<file path="src/hw/rtl/srtr_pkg.sv">
`timescale 1ns / 1ps
// ============================================================================
// Scanline triangle rasterizer package
// Shared constants, types and helpers for the rasterizer and its divider.
// ============================================================================
package srtr_pkg;

    localparam int SCREEN_WIDTH  = 512;
    localparam int SCREEN_HEIGHT = 512;
    localparam int FRAC_BITS     = 4;

    localparam int NPIX   = SCREEN_WIDTH * SCREEN_HEIGHT;
    localparam int ADDR_W = $clog2(NPIX);
    localparam int COL_W  = $clog2(SCREEN_WIDTH);
    localparam int ROWI_W = $clog2(SCREEN_HEIGHT);

    // Shift from 12.4 vertex fixed point to 34.16.
    localparam int SH = 16 - FRAC_BITS;
    // Signed 34.16 positions and slopes, and the divider operand widths.
    localparam int PW    = 50;
    localparam int NUM_W = PW;
    localparam int DEN_W = 32;
    // Signed row counter and the width used for row compares.
    localparam int IW = 18;
    localparam int CW = IW + 8;

    localparam logic [31:0] DRAW_COLOR_RESET  = 32'hFFFF_FFFF;
    localparam logic [31:0] CLEAR_COLOR_RESET = 32'hFF00_0000;

    localparam logic CFG_DRAW_COLOR  = 1'b0;
    localparam logic CFG_CLEAR_COLOR = 1'b1;

    typedef enum logic [1:0] {
        FUNC_CLEAR    = 2'd0,
        FUNC_DRAW     = 2'd1,
        FUNC_READ     = 2'd2,
        FUNC_RESERVED = 2'd3
    } t_func;

    typedef enum logic [3:0] {
        ST_CLEAR,
        ST_IDLE,
        ST_RD_ISSUE,
        ST_RD_DATA,
        ST_SORT,
        ST_CLASSIFY,
        ST_MUL,
        ST_DIVM_GO,
        ST_DIVM_WAIT,
        ST_SETUP,
        ST_DIVL_GO,
        ST_DIVL_WAIT,
        ST_DIVR_GO,
        ST_DIVR_WAIT,
        ST_ROW,
        ST_PIX
    } t_state;

    typedef struct packed {
        logic signed [15:0] x;
        logic signed [15:0] y;
    } t_vtx;

    typedef struct packed {
        logic                    start;
        logic signed [NUM_W-1:0] num;
        logic [DEN_W-1:0]        den;
    } t_div_req;

    typedef struct packed {
        logic                    done;
        logic signed [NUM_W-1:0] quo;
    } t_div_rsp;

    // Vertex coordinate to signed 34.16.
    function automatic logic signed [PW-1:0] to_fx(input logic signed [15:0] v);
        logic signed [PW-1:0] w;
        w = PW'(v);
        return w <<< SH;
    endfunction

    // Pixel row of a vertex y, truncated toward zero.
    function automatic logic signed [IW-1:0] trunc_row(input logic signed [15:0] y);
        logic signed [16:0] t;
        t = $signed({y[15], y}) + (y[15] ? $signed(17'((1 << FRAC_BITS) - 1)) : 17'sd0);
        return IW'(t >>> FRAC_BITS);
    endfunction

endpackage

</file>
<file path="src/hw/rtl/srtr_div.sv">
`timescale 1ns / 1ps
// ============================================================================
// Rasterizer divider
// Restoring divider, one quotient bit per cycle, signed dividend over a
// positive divisor, quotient truncated toward zero.
// ============================================================================
module srtr_div (
    input  logic                i_clk,
    input  logic                i_rst_n,
    input  srtr_pkg::t_div_req  i_req,
    output srtr_pkg::t_div_rsp  o_rsp
);

    localparam int CNT_W = $clog2(srtr_pkg::NUM_W);

    logic                          r_busy;
    logic                          r_done;
    logic                          r_neg;
    logic [CNT_W-1:0]              r_cnt;
    logic [srtr_pkg::NUM_W-1:0]    r_mag;
    logic [srtr_pkg::DEN_W-1:0]    r_rem;
    logic [srtr_pkg::DEN_W-1:0]    r_den;

    logic [srtr_pkg::DEN_W:0]      trial;
    logic [srtr_pkg::DEN_W:0]      diff;
    logic                          ge;
    logic [srtr_pkg::DEN_W-1:0]    n_rem;
    logic [srtr_pkg::NUM_W-1:0]    start_mag;

    always_comb begin
        trial     = {r_rem, r_mag[srtr_pkg::NUM_W-1]};
        diff      = trial - {1'b0, r_den};
        ge        = trial >= {1'b0, r_den};
        n_rem     = ge ? diff[srtr_pkg::DEN_W-1:0] : trial[srtr_pkg::DEN_W-1:0];
        start_mag = i_req.num[srtr_pkg::NUM_W-1] ? $unsigned(-i_req.num)
                                                 : $unsigned(i_req.num);
    end

    always_ff @(posedge i_clk) begin
        if (!i_rst_n) begin
            r_busy <= 1'b0;
            r_done <= 1'b0;
            r_cnt  <= '0;
        end else begin
            r_done <= 1'b0;
            if (i_req.start) begin
                r_busy <= 1'b1;
                r_cnt  <= '0;
            end else if (r_busy) begin
                r_cnt <= r_cnt + 1'b1;
                if (r_cnt == CNT_W'(srtr_pkg::NUM_W - 1)) begin
                    r_busy <= 1'b0;
                    r_done <= 1'b1;
                end
            end
        end
    end

    always_ff @(posedge i_clk) begin
        if (i_req.start) begin
            r_mag <= start_mag;
            r_rem <= '0;
            r_den <= i_req.den;
            r_neg <= i_req.num[srtr_pkg::NUM_W-1];
        end else if (r_busy) begin
            r_mag <= {r_mag[srtr_pkg::NUM_W-2:0], ge};
            r_rem <= n_rem;
        end
    end

    assign o_rsp.done = r_done;
    assign o_rsp.quo  = r_neg ? -$signed(r_mag) : $signed(r_mag);

endmodule

</file>
<file path="config.mk">
export PLATFORM = sky130hd
export DESIGN_NAME = srtr_div
export DESIGN_NICKNAME = d
export VERILOG_FILES = /design/src/hw/rtl/srtr_pkg.sv /design/src/hw/rtl/srtr_div.sv
export SDC_FILE = /design/constraint.sdc
export NUM_CORES = 1
export LEC_CHECK = 0
export ABC_CLOCK_PERIOD_IN_PS = 3570
export BUFFER_PORTS_ARGS = -buffer_cell sky130_fd_sc_hd__clkbuf_2
export CAP_MARGIN = 20
export CORE_UTILIZATION = 36
export DETAILED_ROUTE_END_ITERATION = 10
export RECOVER_POWER = 25
export SYNTH_ARGS = -nofsm -noshare
export SYNTH_HDL_FRONTEND = slang
export SYNTH_SLANG_ARGS = --single-unit
export TNS_END_PERCENT = 20
</file>
<file path="constraint.sdc">
create_clock -name i_clk -period 3.57 [get_ports i_clk]
set_input_delay 0.1785 -clock i_clk [delete_from_list [all_inputs] [get_ports i_clk]]
set_output_delay 0.1785 -clock i_clk [all_outputs]
set_load 0.05 [all_outputs]
</file>
* Yosys cells after proc, flatten, opt, wreduce, memory -nomap -nowiden *
Index checks and enable logic that the tools add are counted.

word-level totals
  bits in registers = 123
  input port bits = 85
  output and inout port bits = 51

cells by class
  $add $sub $neg = 4
  order comparisons = 1
  equality and inequality tests = 1
  mux-type cells = 9
  bitwise operators = 2
  reductions and logical operators = 3

operators with widths
  kind                                          number
  2-to-1 mux 50 bit                             4
  negation 50 bit                               2
  >= comparator 33 x 32 -> 1 bit                1
  2-to-1 mux 32 bit                             1
  subtractor 32 bit                             1
  adder 6 x 1 -> 6 bit (second input constant)  1
  == test 6 bit (second input constant)         1
  2-to-1 mux 1 bit                              4
  OR reduction 3 bit                            1
  NOT 1 bit                                     2
  nonzero test 2 bit                            1
  OR reduction 2 bit                            1

* Logic depth before layout (Yosys ltp) *
Gate-level depths: netlist (run 1).

  word-level depth = 4
  depth in mapped cells = 13
  mapped depth without buffers = 11

* Worst setup path before layout (run 1) *
OpenSTA, ideal clock, no wires.

  path kind = reg2out
  start = register r_mag[36] (netlist name)
  end = output port o_rsp[49] (netlist name)
  arrival = 3.324 ns
  required time = 3.391 ns
  path slack = 0.067 ns
  cell stages (with the launch flop) = 8
  cell sequence = edfxtp_1 or4_4 or3_4 or4_4 or4_4 or4_4 o31ai_2 xnor2_1

RTL lines
  what                    RTL line        text
  start, declared         srtr_div.sv:20  logic [srtr_pkg::NUM_W-1:0] r_mag;
  start signal, assigned  srtr_div.sv:61  r_mag <= start_mag;
  start signal, assigned  srtr_div.sv:66  r_mag <= {r_mag[srtr_pkg::NUM_W-2:0], ge};
  end, declared           srtr_div.sv:11  output srtr_pkg::t_div_rsp o_rsp

==> qor.csv, run 1 <==
stage,metric,value,unit
final_layout,layout overhead on the synthesized area,23.4,%
global_route,initial antenna violation count,0,
sta,Slew @ Worst Pin,2.02,ns
floorplanning,Die Width,157,um
worst_setup_path,CP max FO,4,
placed_design,gpl congestion,0.866,
min_path,Hold Crit Start,i_req[53],
route,DR pass1 iterations,5,
route,DR vias,7699,
sta,Slew headroom,-0.347,
worst_setup_path,WS Path Type,flop to output pin,
min_path,Hold Path Class,input port to flop,
floorplanning,Boundary Pins,136,
worst_setup_path,"delay-heaviest family, CP",simple AND/OR/NAND/NOR gates,
sta,clk_skew,0.00961,ns
worst_setup_path,Worst R2R Start,r_den[1]$_DFFE_PP_,
final_layout,layout cells sized above 1,0.183,
floorplanning,Rows,56,
min_path,Hold EP,r_mag[21]$_DFFE_PP_,
clock_network,CTS tree,done,
worst_setup_path,CP most frequent cell,or4_4,
sta,Max Freq,259,MHz
global_route,first-pass GRT wire length,35700,um
floorplanning,Core Box Area,0.0235,mm2
worst_setup_path,Required @ worst endpoint,3.39,ns
final_layout,fillers,2346,
logic_synthesis,"Cell Area, Synth",0.00869,mm2
floorplanning,overall die area,0.0248,mm2
worst_setup_path,"Slowest-stage cell, CP",or4_4,
worst_setup_path,"Critical Path, Cell by Cell",or4_4 > or3_4 > or4_4 > or4_4 > or4_4 > o31ai_2 > xnor2_1 > buf_12,
route,Post-Route WL,22400,um
logic_synthesis,Post-synth top cells,"nor2_1 (99), a21oi_1 (85), edfxtp_1 (83), nand2_1 (72), xnor2_1 (68)",
global_route,grt ovf,0,
worst_setup_path,Crit Reg-Reg Endpoint,r_rem[22]$_SDFFE_PP0P_,
worst_setup_path,Critical Path AT,3.68,ns
logic_synthesis,post-synth top area share,0.287,
clock_network,CTS H-tree depth,4,
sta,Setup TNS,-0.560,ns
placed_design,dpl cell area,0.00977,mm2
sta,Fin. Hold Viols,0,
worst_setup_path,CP Buf/Inv Count,1,
min_path,Hold Path Stages,3,
global_route,total routing usage reported by global routing,0.184,
route,DRT iter0 DRCs,386,
worst_setup_path,R2R setup slack,0.31,ns
logic_synthesis,"Distinct cells, synth",63,
clock_network,"Reg clk slew, reported paths",0.07,ns
worst_setup_path,R2R cell count,11,
logic_synthesis,Async SR Flop Fraction,0,
clock_network,CTS root buf,clkbuf_16,
logic_synthesis,Yosys warnings,0,
logic_synthesis,Post-synth EDFFs,83,
pwr,PwrDens,477,mW/mm2
sta,Final period util,1.08,
placed_design,IO Port Bufs,135,
flow_run,max-cap violations,2,
status,status,"finished, violations left",
logic_synthesis,Mapped Cells,980,
clock_network,clk sink count,123,
sta,Final WS setup,-0.293,ns
logic_synthesis,post-synthesis sequential area ratio,0.379,
final_layout,area taken by multi-input logic gates,0.00498,mm2
placed_design,HPWL after detailed placement,16400,um
final_layout,Sequential Area,0.00329,mm2
global_route,number of global-route vias before repair,7218,
route,post-route ant nets,0,
worst_setup_path,crit path capture type,output pin,
logic_synthesis,top post-synthesis cells by area,"edfxtp_1 (29%), dfxtp_1 (9.2%), xnor2_1 (6.9%), xor2_1 (5.7%), ha_1 (5.2%)",
status,failing checks,"max-capacitance violations, max-slew violations, negative setup slack",
final_layout,fin area,0.0107,mm2
floorplanning,Die Span Y,157,um
logic_synthesis,Syn Nets,1102,
sta,final worst path period need,3.86,ns
route,post-DR wirelength/cell,15.2,um
final_layout,layout net count,1259,
sta,"Setup violations, final",3,
clock_network,cts bufs inserted,17,
clock_network,clk_lat worst skew,0.42,ns
worst_setup_path,slowest cell delay on critical path,0.56,ns
floorplanning,Starting Density,0.369,
sta,RSZ-0062 raised after global routing,yes,
route,vias per inst,5.24,
worst_setup_path,CP startpoint kind,flop,
global_route,largest net degree at the start of global routing,81,
final_layout,ant diodes,0,
pwr,Max IR drop VDD,0.000301,V
clock_network,clock buffer depth,2,
logic_synthesis,Post-synth top flop,edfxtp_1,
sta,max-slew violations,87,
logic_synthesis,synthesized area per cell,8.87,um2
logic_synthesis,leading area contributor after synthesis,edfxtp_1,
logic_synthesis,most frequent cell after synthesis,nor2_1,
logic_synthesis,"FF+latch count, synth",123,
pwr,Leakage,4.24,nW
route,DRC Markers,0,
-- through the flow --
step,std cells,util,power (mW),hold WS (ns),setup WS (ns)
detailed placement,1402,0.415,3.40,0.357,0.140
CTS,1467,0.454,5.15,0.152,-0.323
floorplan,980,-,2.96,0.277,0.0671
global route,1469,0.456,5.38,0.168,-0.406
global placement,1402,0.415,3.39,0.355,0.151
finish,1469,0.456,5.12,0.162,-0.293
-- per-layer routing --
| layer | global-route usage | up-vias | wire length, um |
|---|---|---|---|
| met5 | 0 | - | 0 |
| met4 | 0.0485 | 0 | 282 |
| met3 | 0.0385 | 21 | 999 |
| met2 | 0.290 | 169 | 10200 |
| met1 | 0.253 | 3613 | 10900 |
| li1 | - | 3896 | - |
-- kinds of logic (layout without fill, tap and decap cells) --
kind of cell / after synthesis / count (layout) / synth area share
and+or+nand+nor: 290 / 290 / 0.162
AOI/OAI and AO/OA: 269 / 269 / 0.198
DFF: 123 / 123 / 0.379
xor gates and xnor gates: 125 / 125 / 0.126
muxes: 26 / 26 / 0.0302
buffers and inverters: 110 / 280 / 0.0501
adders and majority gates: 37 / 37 / 0.0541
-- worst reg2reg max path: cells and delay by family, from the launching register on --
kind	cells	cell delay (ns)
adder cells (fa/ha/maj)	1	0.28
flip-flops	1	0.41
buffers and inverters	2	0.44
AO/OA/AOI/OAI	6	1.54
AND/OR/NAND/NOR	1	0.16
multiplexers	1	0.28
-- worst max-delay path by stage --
stage                                   start   endpoint  slack [ns]  cells after the start
after global placement    r_mag[36]$_DFFE_PP_  o_rsp[49]        0.15                      8
after detailed placement  r_mag[36]$_DFFE_PP_  o_rsp[49]        0.14                      8
after CTS                 r_mag[36]$_DFFE_PP_  o_rsp[49]       -0.32                      8
after floorplan           r_mag[36]$_DFFE_PP_  o_rsp[49]        0.07                      7
final                     r_mag[36]$_DFFE_PP_  o_rsp[49]       -0.29                      8
after global routing      r_mag[36]$_DFFE_PP_  o_rsp[49]       -0.41                      8
-- cell usage in the layout, fill, tap and decap left out, drive strengths merged, types with 11 or more instances in the layout --
master / instances
clkbuf: 149
nor2: 99
a21oi: 85
edfxtp: 83
nand2: 72
xnor2: 68
xor2: 57
inv: 54
o21ai: 54
dfxtp: 40
ha: 36
o31ai: 34
dlygate4sd3: 33
buf: 29
a211oi: 28
mux2i: 24
nand4: 20
nand3: 19
or4: 18
or3: 16
o41ai: 15
nor3: 12
clkinv: 12
a21o: 11
-- registers in the layout, indices dropped and copies added (netlist names) --
signal and flops:
r_neg 1, r_den 32, r_mag 50, r_done 1, r_rem 32, r_busy 1
r_cnt 6
-- where the power goes --
group	total (mW)	internal, mW	switching, mW
sequential	1.80	1.68	0.125
combinational	1.61	0.570	1.04
clock	1.70	1.02	0.675
total	5.12	3.27	1.84
-- repair_timing --
| action | CTS | global route |
|---|---|---|
| hold buffers | 33 | 0 |
| setup endpoints to repair | 6 | 12 |
| pin swaps | 1 | 1 |
| endpoints found under the hold margin | 33 | 0 |
| buffers inserted | 0 | 1 |
| resized for setup | 4 | 9 |
-- area by class of cell --
type / instances / area share
multi-input cells: 747 / 0.465
flip-flops and latches: 123 / 0.307
repair buffers: 194 / 0.118
clock buffers: 17 / 0.0397
well taps: 319 / 0.0372
inverters: 54 / 0.0189
clock inverters: 15 / 0.0142
(Power assumes the default switching activity.)
==> run 2, diff against run 1 <==
CELL_PAD_IN_SITES_DETAIL_PLACEMENT = 1   (was not set)
CELL_PAD_IN_SITES_GLOBAL_PLACEMENT = 1   (was not set)
CORE_UTILIZATION = 44   (was 36)
PLACE_DENSITY_LB_ADDON = 0.1   (was not set)
==> qor.csv, run 2 (same netlist as run 1, synthesis figures left out) <==
stage,metric,value,unit,change
status,status,"finished, violations left",,unchanged
status,failing checks,"max-capacitance violations, max-slew violations, negative setup slack",,unchanged
sta,Final WS setup,-0.333,ns,was -0.293 ns
worst_setup_path,Worst setup startpoint,r_mag[36]$_DFFE_PP_,,unchanged
worst_setup_path,CP startpoint kind,flop,,unchanged
clock_network,clock buffer depth,2,,unchanged
route,post-route ant nets,0,,unchanged
pwr,Net Switching,1.88,mW,was 1.84 mW
worst_setup_path,crit path capture type,output pin,,unchanged
route,Post-Route WL,24800,um,was 22400 um
final_layout,most flop-heavy register,r_mag,,unchanged
sta,Slew @ Worst Pin,2.66,ns,was 2.02 ns
clock_network,clk sink count,123,,unchanged
sta,Slew headroom,-0.772,,was -0.347
flow_run,max-cap violations,2,,unchanged
worst_setup_path,Required @ worst endpoint,3.39,ns,about the same
global_route,number of global-route vias before repair,8071,,was 7218
sta,clk_skew,0.00806,ns,was 0.00961 ns
final_layout,most frequent cells in the layout,"clkbuf_2 (127), nor2_1 (99), a21oi_1 (85)",,"was clkbuf_2 (123), nor2_1 (99), a21oi_1 (85)"
final_layout,fin cells,1418,,was 1469
clock_network,CTS root buf,clkbuf_16,,unchanged
floorplanning,overall die area,0.0203,mm2,was 0.0248 mm2
placed_design,IO Port Bufs,135,,unchanged
sta,Setup TNS,-0.769,ns,was -0.560 ns
route,DRT iter0 DRCs,264,,was 386
global_route,first-pass GRT wire length,39700,um,was 35700 um
pwr,sw frac,0.366,,was 0.360
floorplanning,Boundary Pins,136,,unchanged
route,DR pass1 iterations,4,,was 5
min_path,Hold Path Class,input port to flop,,unchanged
route,DRC Markers,0,,unchanged
sta,final worst path period need,3.90,ns,was 3.86 ns
pwr,Clock Power Share,0.330,,was 0.332
sta,Max Freq,256,MHz,was 259 MHz
clock_network,CTS tree,done,,unchanged
final_layout,Util after Layout,0.553,,was 0.456
worst_setup_path,CP max FO,3,,was 4
pwr,Max IR drop VDD,0.000282,V,was 0.000301 V
global_route,total routing usage reported by global routing,0.250,,was 0.184
placed_design,dpl cell area,0.00970,mm2,was 0.00977 mm2
worst_setup_path,WS Path Type,flop to output pin,,unchanged
worst_setup_path,Worst R2R Start,r_den[3]$_DFFE_PP_,,was r_den[1]$_DFFE_PP_
clock_network,cts bufs inserted,17,,unchanged
clock_network,clk_lat worst skew,0.42,ns,about the same
floorplanning,Die Span Y,143,um,was 157 um
final_layout,Top Registers,"r_mag x50, r_den x32, r_rem x32",,unchanged
final_layout,layout overhead on the synthesized area,23.4,%,about the same
pwr,Internal Pwr Total,3.27,mW,about the same
floorplanning,Die Width,143,um,was 157 um
floorplanning,Core Box Area,0.0194,mm2,was 0.0235 mm2
route,DR vias,7902,,was 7699
route,post-DR wirelength/cell,17.5,um,was 15.2 um
placed_design,gpl congestion,0.779,,was 0.866
placed_design,DP Worst Slack,0.0851,ns,was 0.140 ns
sta,"Setup violations, final",4,,was 3
global_route,initial antenna violation count,0,,unchanged
sta,Final period util,1.09,,was 1.08
placed_design,HPWL after detailed placement,17700,um,was 16400 um
final_layout,layout net count,1262,,was 1259
sta,Fin. Hold Viols,0,,unchanged
min_path,Hold Crit Start,i_req[63],,was i_req[53]
pwr,Seq pwr share,0.350,,was 0.352
pwr,PwrDens,480,mW/mm2,was 477 mW/mm2
global_route,largest net degree at the start of global routing,133,,was 81
pwr,combinational power share,0.320,,was 0.315
floorplanning,Starting Density,0.448,,was 0.369
final_layout,max reg flops,50,,unchanged
clock_network,CTS H-tree depth,4,,unchanged
final_layout,fin area,0.0107,mm2,about the same
sta,max-slew violations,166,,was 87
pwr,Leakage,4.29,nW,was 4.24 nW
worst_setup_path,Critical Path AT,3.72,ns,was 3.68 ns
clock_network,"Reg clk slew, reported paths",0.06,ns,was 0.07 ns
final_layout,ant diodes,0,,unchanged
route,vias per inst,5.57,,was 5.24
floorplanning,Rows,51,,was 56
final_layout,"most common cell after layout, fill and taps aside",clkbuf_2,,unchanged
final_layout,layout cells sized above 1,0.193,,was 0.183
placed_design,dpl cells,1349,,was 1402
global_route,grt ovf,0,,unchanged
sta,RSZ-0062 raised after global routing,yes,,unchanged
## run 2: changes by cell type in the layout (fill, tap and decap cells not counted), sizes merged
cell | previous run | this run
bufbuf | 0 | 1
clkinv | 12 | 4
bufinv | 2 | 0
clkbuf | 149 | 156
buf | 29 | 28
inv | 54 | 61
clkinvlp | 1 | 0
## run 2: area by class of cell
class                   count  area, um2
multi-input cells         747       5030
inverters                  54        203
flip-flops and latches    123       3290
well taps                 265        332
repair buffers            197       1280
clock inverters            11       76.3
fillers                  2307       8680
clock buffers              21        503
## run 2: repair_timing
action,CTS,global route
pin swaps,1,1
setup endpoints to repair,10,17
endpoints found under the hold margin,33,0
setup buffers,3,1
cloned,0,0
resized for setup,10,13
hold buffers,33,0
## run 2: power groups by stage
| stage | Clock [mW] | Combinational (mW) | Sequential [mW] |
|---|---|---|---|
| after floorplan | 0 | 1.17 | 1.79 |
| after global placement | 0 | 1.56 | 1.82 |
| after detailed placement | 0 | 1.59 | 1.82 |
| after CTS | 1.73 | 1.65 | 1.80 |
| after global routing | 1.78 | 1.78 | 1.82 |
| final | 1.70 | 1.65 | 1.80 |
## run 2: per-stage QoR
stage | total power [mW] | hold WS, ns
after floorplan | 2.96 | 0.277
after global placement | 3.38 | 0.355
after detailed placement | 3.41 | 0.358
after CTS | 5.17 | 0.145
after global routing | 5.39 | 0.160
final | 5.15 | 0.158
## run 2: critical path, cell delays in order, from the launching register on
cell and delay, ns:
edfxtp_1 0.39, or4_4 0.55, or3_4 0.35, or4_4 0.42, or4_4 0.43, or4_4 0.47
o31ai_4 0.24, xnor2_1 0.15, bufbuf_16 0.30
## run 2: worst paths after layout
kind,to,slack [ns],cells past startpoint
worst min-delay path,r_mag[31]$_DFFE_PP_,0.16,3
worst max-delay path,o_rsp[49],-0.33,8
worst min register to register,r_cnt[5]$_SDFFE_PP0P_,0.49,2
worst max register to register,r_rem[24]$_SDFFE_PP0P_,0.15,11
## run 2: routing by layer
metal	global-route usage	wire, um
met4	0.0753	405
met3	0.0491	900
met5	0	0
met1	0.295	10700
met2	0.453	12800
==> run 3, diff against run 2 <==
CORE_MARGIN = 8   (was not set)
==> qor.csv, run 3 (same netlist as run 1, synthesis figures left out) <==
stage,metric,value,unit,change
status,status,"finished, violations left",,unchanged
status,failing checks,"max-capacitance violations, max-slew violations, negative setup slack",,unchanged
route,Post-Route WL,26200,um,was 24800 um
final_layout,most flop-heavy register,r_mag,,unchanged
route,DR vias,7922,,was 7902
final_layout,Util after Layout,0.561,,was 0.553
floorplanning,Rows,51,,unchanged
clock_network,cts bufs inserted,17,,unchanged
floorplanning,Core Box Area,0.0194,mm2,unchanged
worst_setup_path,"Slowest-stage cell, CP",or4_4,,unchanged
clock_network,clk_lat worst skew,0.43,ns,was 0.42 ns
worst_setup_path,"Critical Path, Cell by Cell",or4_4 > or3_4 > or4_4 > or4_4 > or4_4 > o31ai_4 > xnor2_2 > buf_12,,was or4_4 > or3_4 > or4_4 > or4_4 > or4_4 > o31ai_4 > xnor2_1 > bufbuf_16
pwr,Leakage,4.37,nW,was 4.29 nW
sta,final worst path period need,3.82,ns,was 3.90 ns
global_route,initial antenna violation count,1,,was 0
floorplanning,Die Width,157,um,was 143 um
global_route,total routing usage reported by global routing,0.216,,was 0.250
route,vias per inst,5.58,,was 5.57
sta,Max Freq,262,MHz,was 256 MHz
route,post-DR wirelength/cell,18.5,um,was 17.5 um
worst_setup_path,CP max FO,2,,was 3
clock_network,"Reg clk slew, reported paths",0.06,ns,about the same
sta,"Setup violations, final",3,,was 4
sta,Final period util,1.07,,was 1.09
floorplanning,Boundary Pins,136,,unchanged
sta,Final WS setup,-0.254,ns,was -0.333 ns
worst_setup_path,Critical Path AT,3.65,ns,was 3.72 ns
route,DRT iter0 DRCs,332,,was 264
placed_design,DP Worst Slack,0.0204,ns,was 0.0851 ns
route,DRC Markers,0,,unchanged
final_layout,max reg flops,50,,unchanged
worst_setup_path,WS Path Type,flop to output pin,,unchanged
clock_network,clk sink count,123,,unchanged
sta,clk_skew,0.0104,ns,was 0.00806 ns
sta,Slew @ Worst Pin,3.01,ns,was 2.66 ns
floorplanning,Die Span Y,157,um,was 143 um
sta,Fin. Hold Viols,0,,unchanged
placed_design,gpl congestion,0.810,,was 0.779
worst_setup_path,Required @ worst endpoint,3.39,ns,about the same
sta,Setup TNS,-0.483,ns,was -0.769 ns
route,post-route ant nets,0,,unchanged
final_layout,fin area,0.0109,mm2,was 0.0107 mm2
worst_setup_path,crit path capture type,output pin,,unchanged
min_path,Hold Path Class,input port to flop,,unchanged
worst_setup_path,CP startpoint kind,flop,,unchanged
placed_design,HPWL after detailed placement,18300,um,was 17700 um
final_layout,layout net count,1264,,was 1262
sta,Slew headroom,-1.01,,was -0.772
worst_setup_path,CP most frequent cell,or4_4,,unchanged
floorplanning,Starting Density,0.448,,unchanged
placed_design,dpl cell area,0.00970,mm2,about the same
final_layout,layout overhead on the synthesized area,25.2,%,was 23.4%
clock_network,CTS H-tree depth,4,,unchanged
final_layout,Top Registers,"r_mag x50, r_den x32, r_rem x32",,unchanged
global_route,first-pass GRT wire length,42300,um,was 39700 um
clock_network,clock buffer depth,2,,unchanged
global_route,number of global-route vias before repair,8492,,was 8071
floorplanning,overall die area,0.0245,mm2,was 0.0203 mm2
placed_design,IO Port Bufs,135,,unchanged
final_layout,most frequent cells in the layout,"clkbuf_2 (124), nor2_1 (99), a21oi_1 (85)",,"was clkbuf_2 (127), nor2_1 (99), a21oi_1 (85)"
global_route,largest net degree at the start of global routing,165,,was 133
worst_setup_path,slowest cell delay on critical path,0.55,ns,about the same
clock_network,CTS tree,done,,unchanged
pwr,PwrDens,492,mW/mm2,was 480 mW/mm2
sta,RSZ-0062 raised after global routing,yes,,unchanged
final_layout,layout cells sized above 1,0.197,,was 0.193
route,DR pass1 iterations,4,,unchanged
final_layout,ant diodes,0,,unchanged
sta,max-slew violations,165,,was 166
clock_network,CTS root buf,clkbuf_16,,unchanged
global_route,grt ovf,0,,unchanged
final_layout,"most common cell after layout, fill and taps aside",clkbuf_2,,unchanged
pwr,Max IR drop VDD,0.000277,V,was 0.000282 V
flow_run,max-cap violations,1,,was 2
[run 3: changes by cell type in the layout (fill, tap and decap cells not counted), sizes merged]
cell	previous run	this run
clkbuf	156	160
clkinvlp	0	1
inv	61	54
bufbuf	1	0
buf	28	33
[run 3: cell type report]
cell class              count  area [um2]
clock buffers              27         621
clock inverters             5        35.0
fillers                  2289        8520
inverters                  54         203
multi-input cells         747        5090
flip-flops and latches    123        3290
well taps                 265         332
repair buffers            199        1300
[run 3: metrics by stage]
stage                     power (mW)  cells  hold slack [ns]
after global placement          3.39   1349            0.356
after global routing            5.59   1420            0.190
after CTS                       5.36   1419            0.150
after floorplan                 2.96    980            0.277
after detailed placement        3.42   1349            0.358
final                           5.35   1420            0.164
[run 3: what timing repair did]
item,4_1_cts,5_1_grt
pin swaps,4,3
endpoints found under the setup margin,11,19
setup buffers,5,0
gates resized for setup,16,20
hold buffers,33,0
hold endpoints to repair,33,0
[run 3: worst paths after layout]
path | start | endpoint | slack (ns) | cells after the start
setup / recovery | r_mag[36]$_DFFE_PP_ | o_rsp[49] | -0.25 | 8
hold / removal | i_req[66] | r_mag[34]$_DFFE_PP_ | 0.16 | 3
setup reg to reg | r_mag[49]$_DFFE_PP_ | r_rem[0]$_SDFFE_PP0P_ | 0.27 | 11
hold reg to reg | r_rem[21]$_SDFFE_PP0P_ | r_rem[21]$_SDFFE_PP0P_ | 0.50 | 2
[run 3: routing by layer]
layer | vias to the layer above | part of all wire | GRT usage
met3 | 36 | 0.038 | 0.0452
met1 | 3858 | 0.43 | 0.252
met2 | 130 | 0.51 | 0.383
met5 | - | 0.00034 | 0
li1 | 3896 | - | -
met4 | 2 | 0.019 | 0.0746
[run 3: critical path, delay by kind of cell, from the launching register on]
kind                   cells  cell delay, ns
buffers and inverters      1            0.18
AO/OA/AOI/OAI              1            0.22
flip-flops                 1            0.39
AND/OR/NAND/NOR            5            2.23
XOR/XNOR                   1            0.19
[run 3: power by group]
part	internal [mW]	total [mW]	switching, mW
Sequential	1.68	1.82	0.137
Combinational	0.582	1.66	1.08
Clock	1.20	1.88	0.681
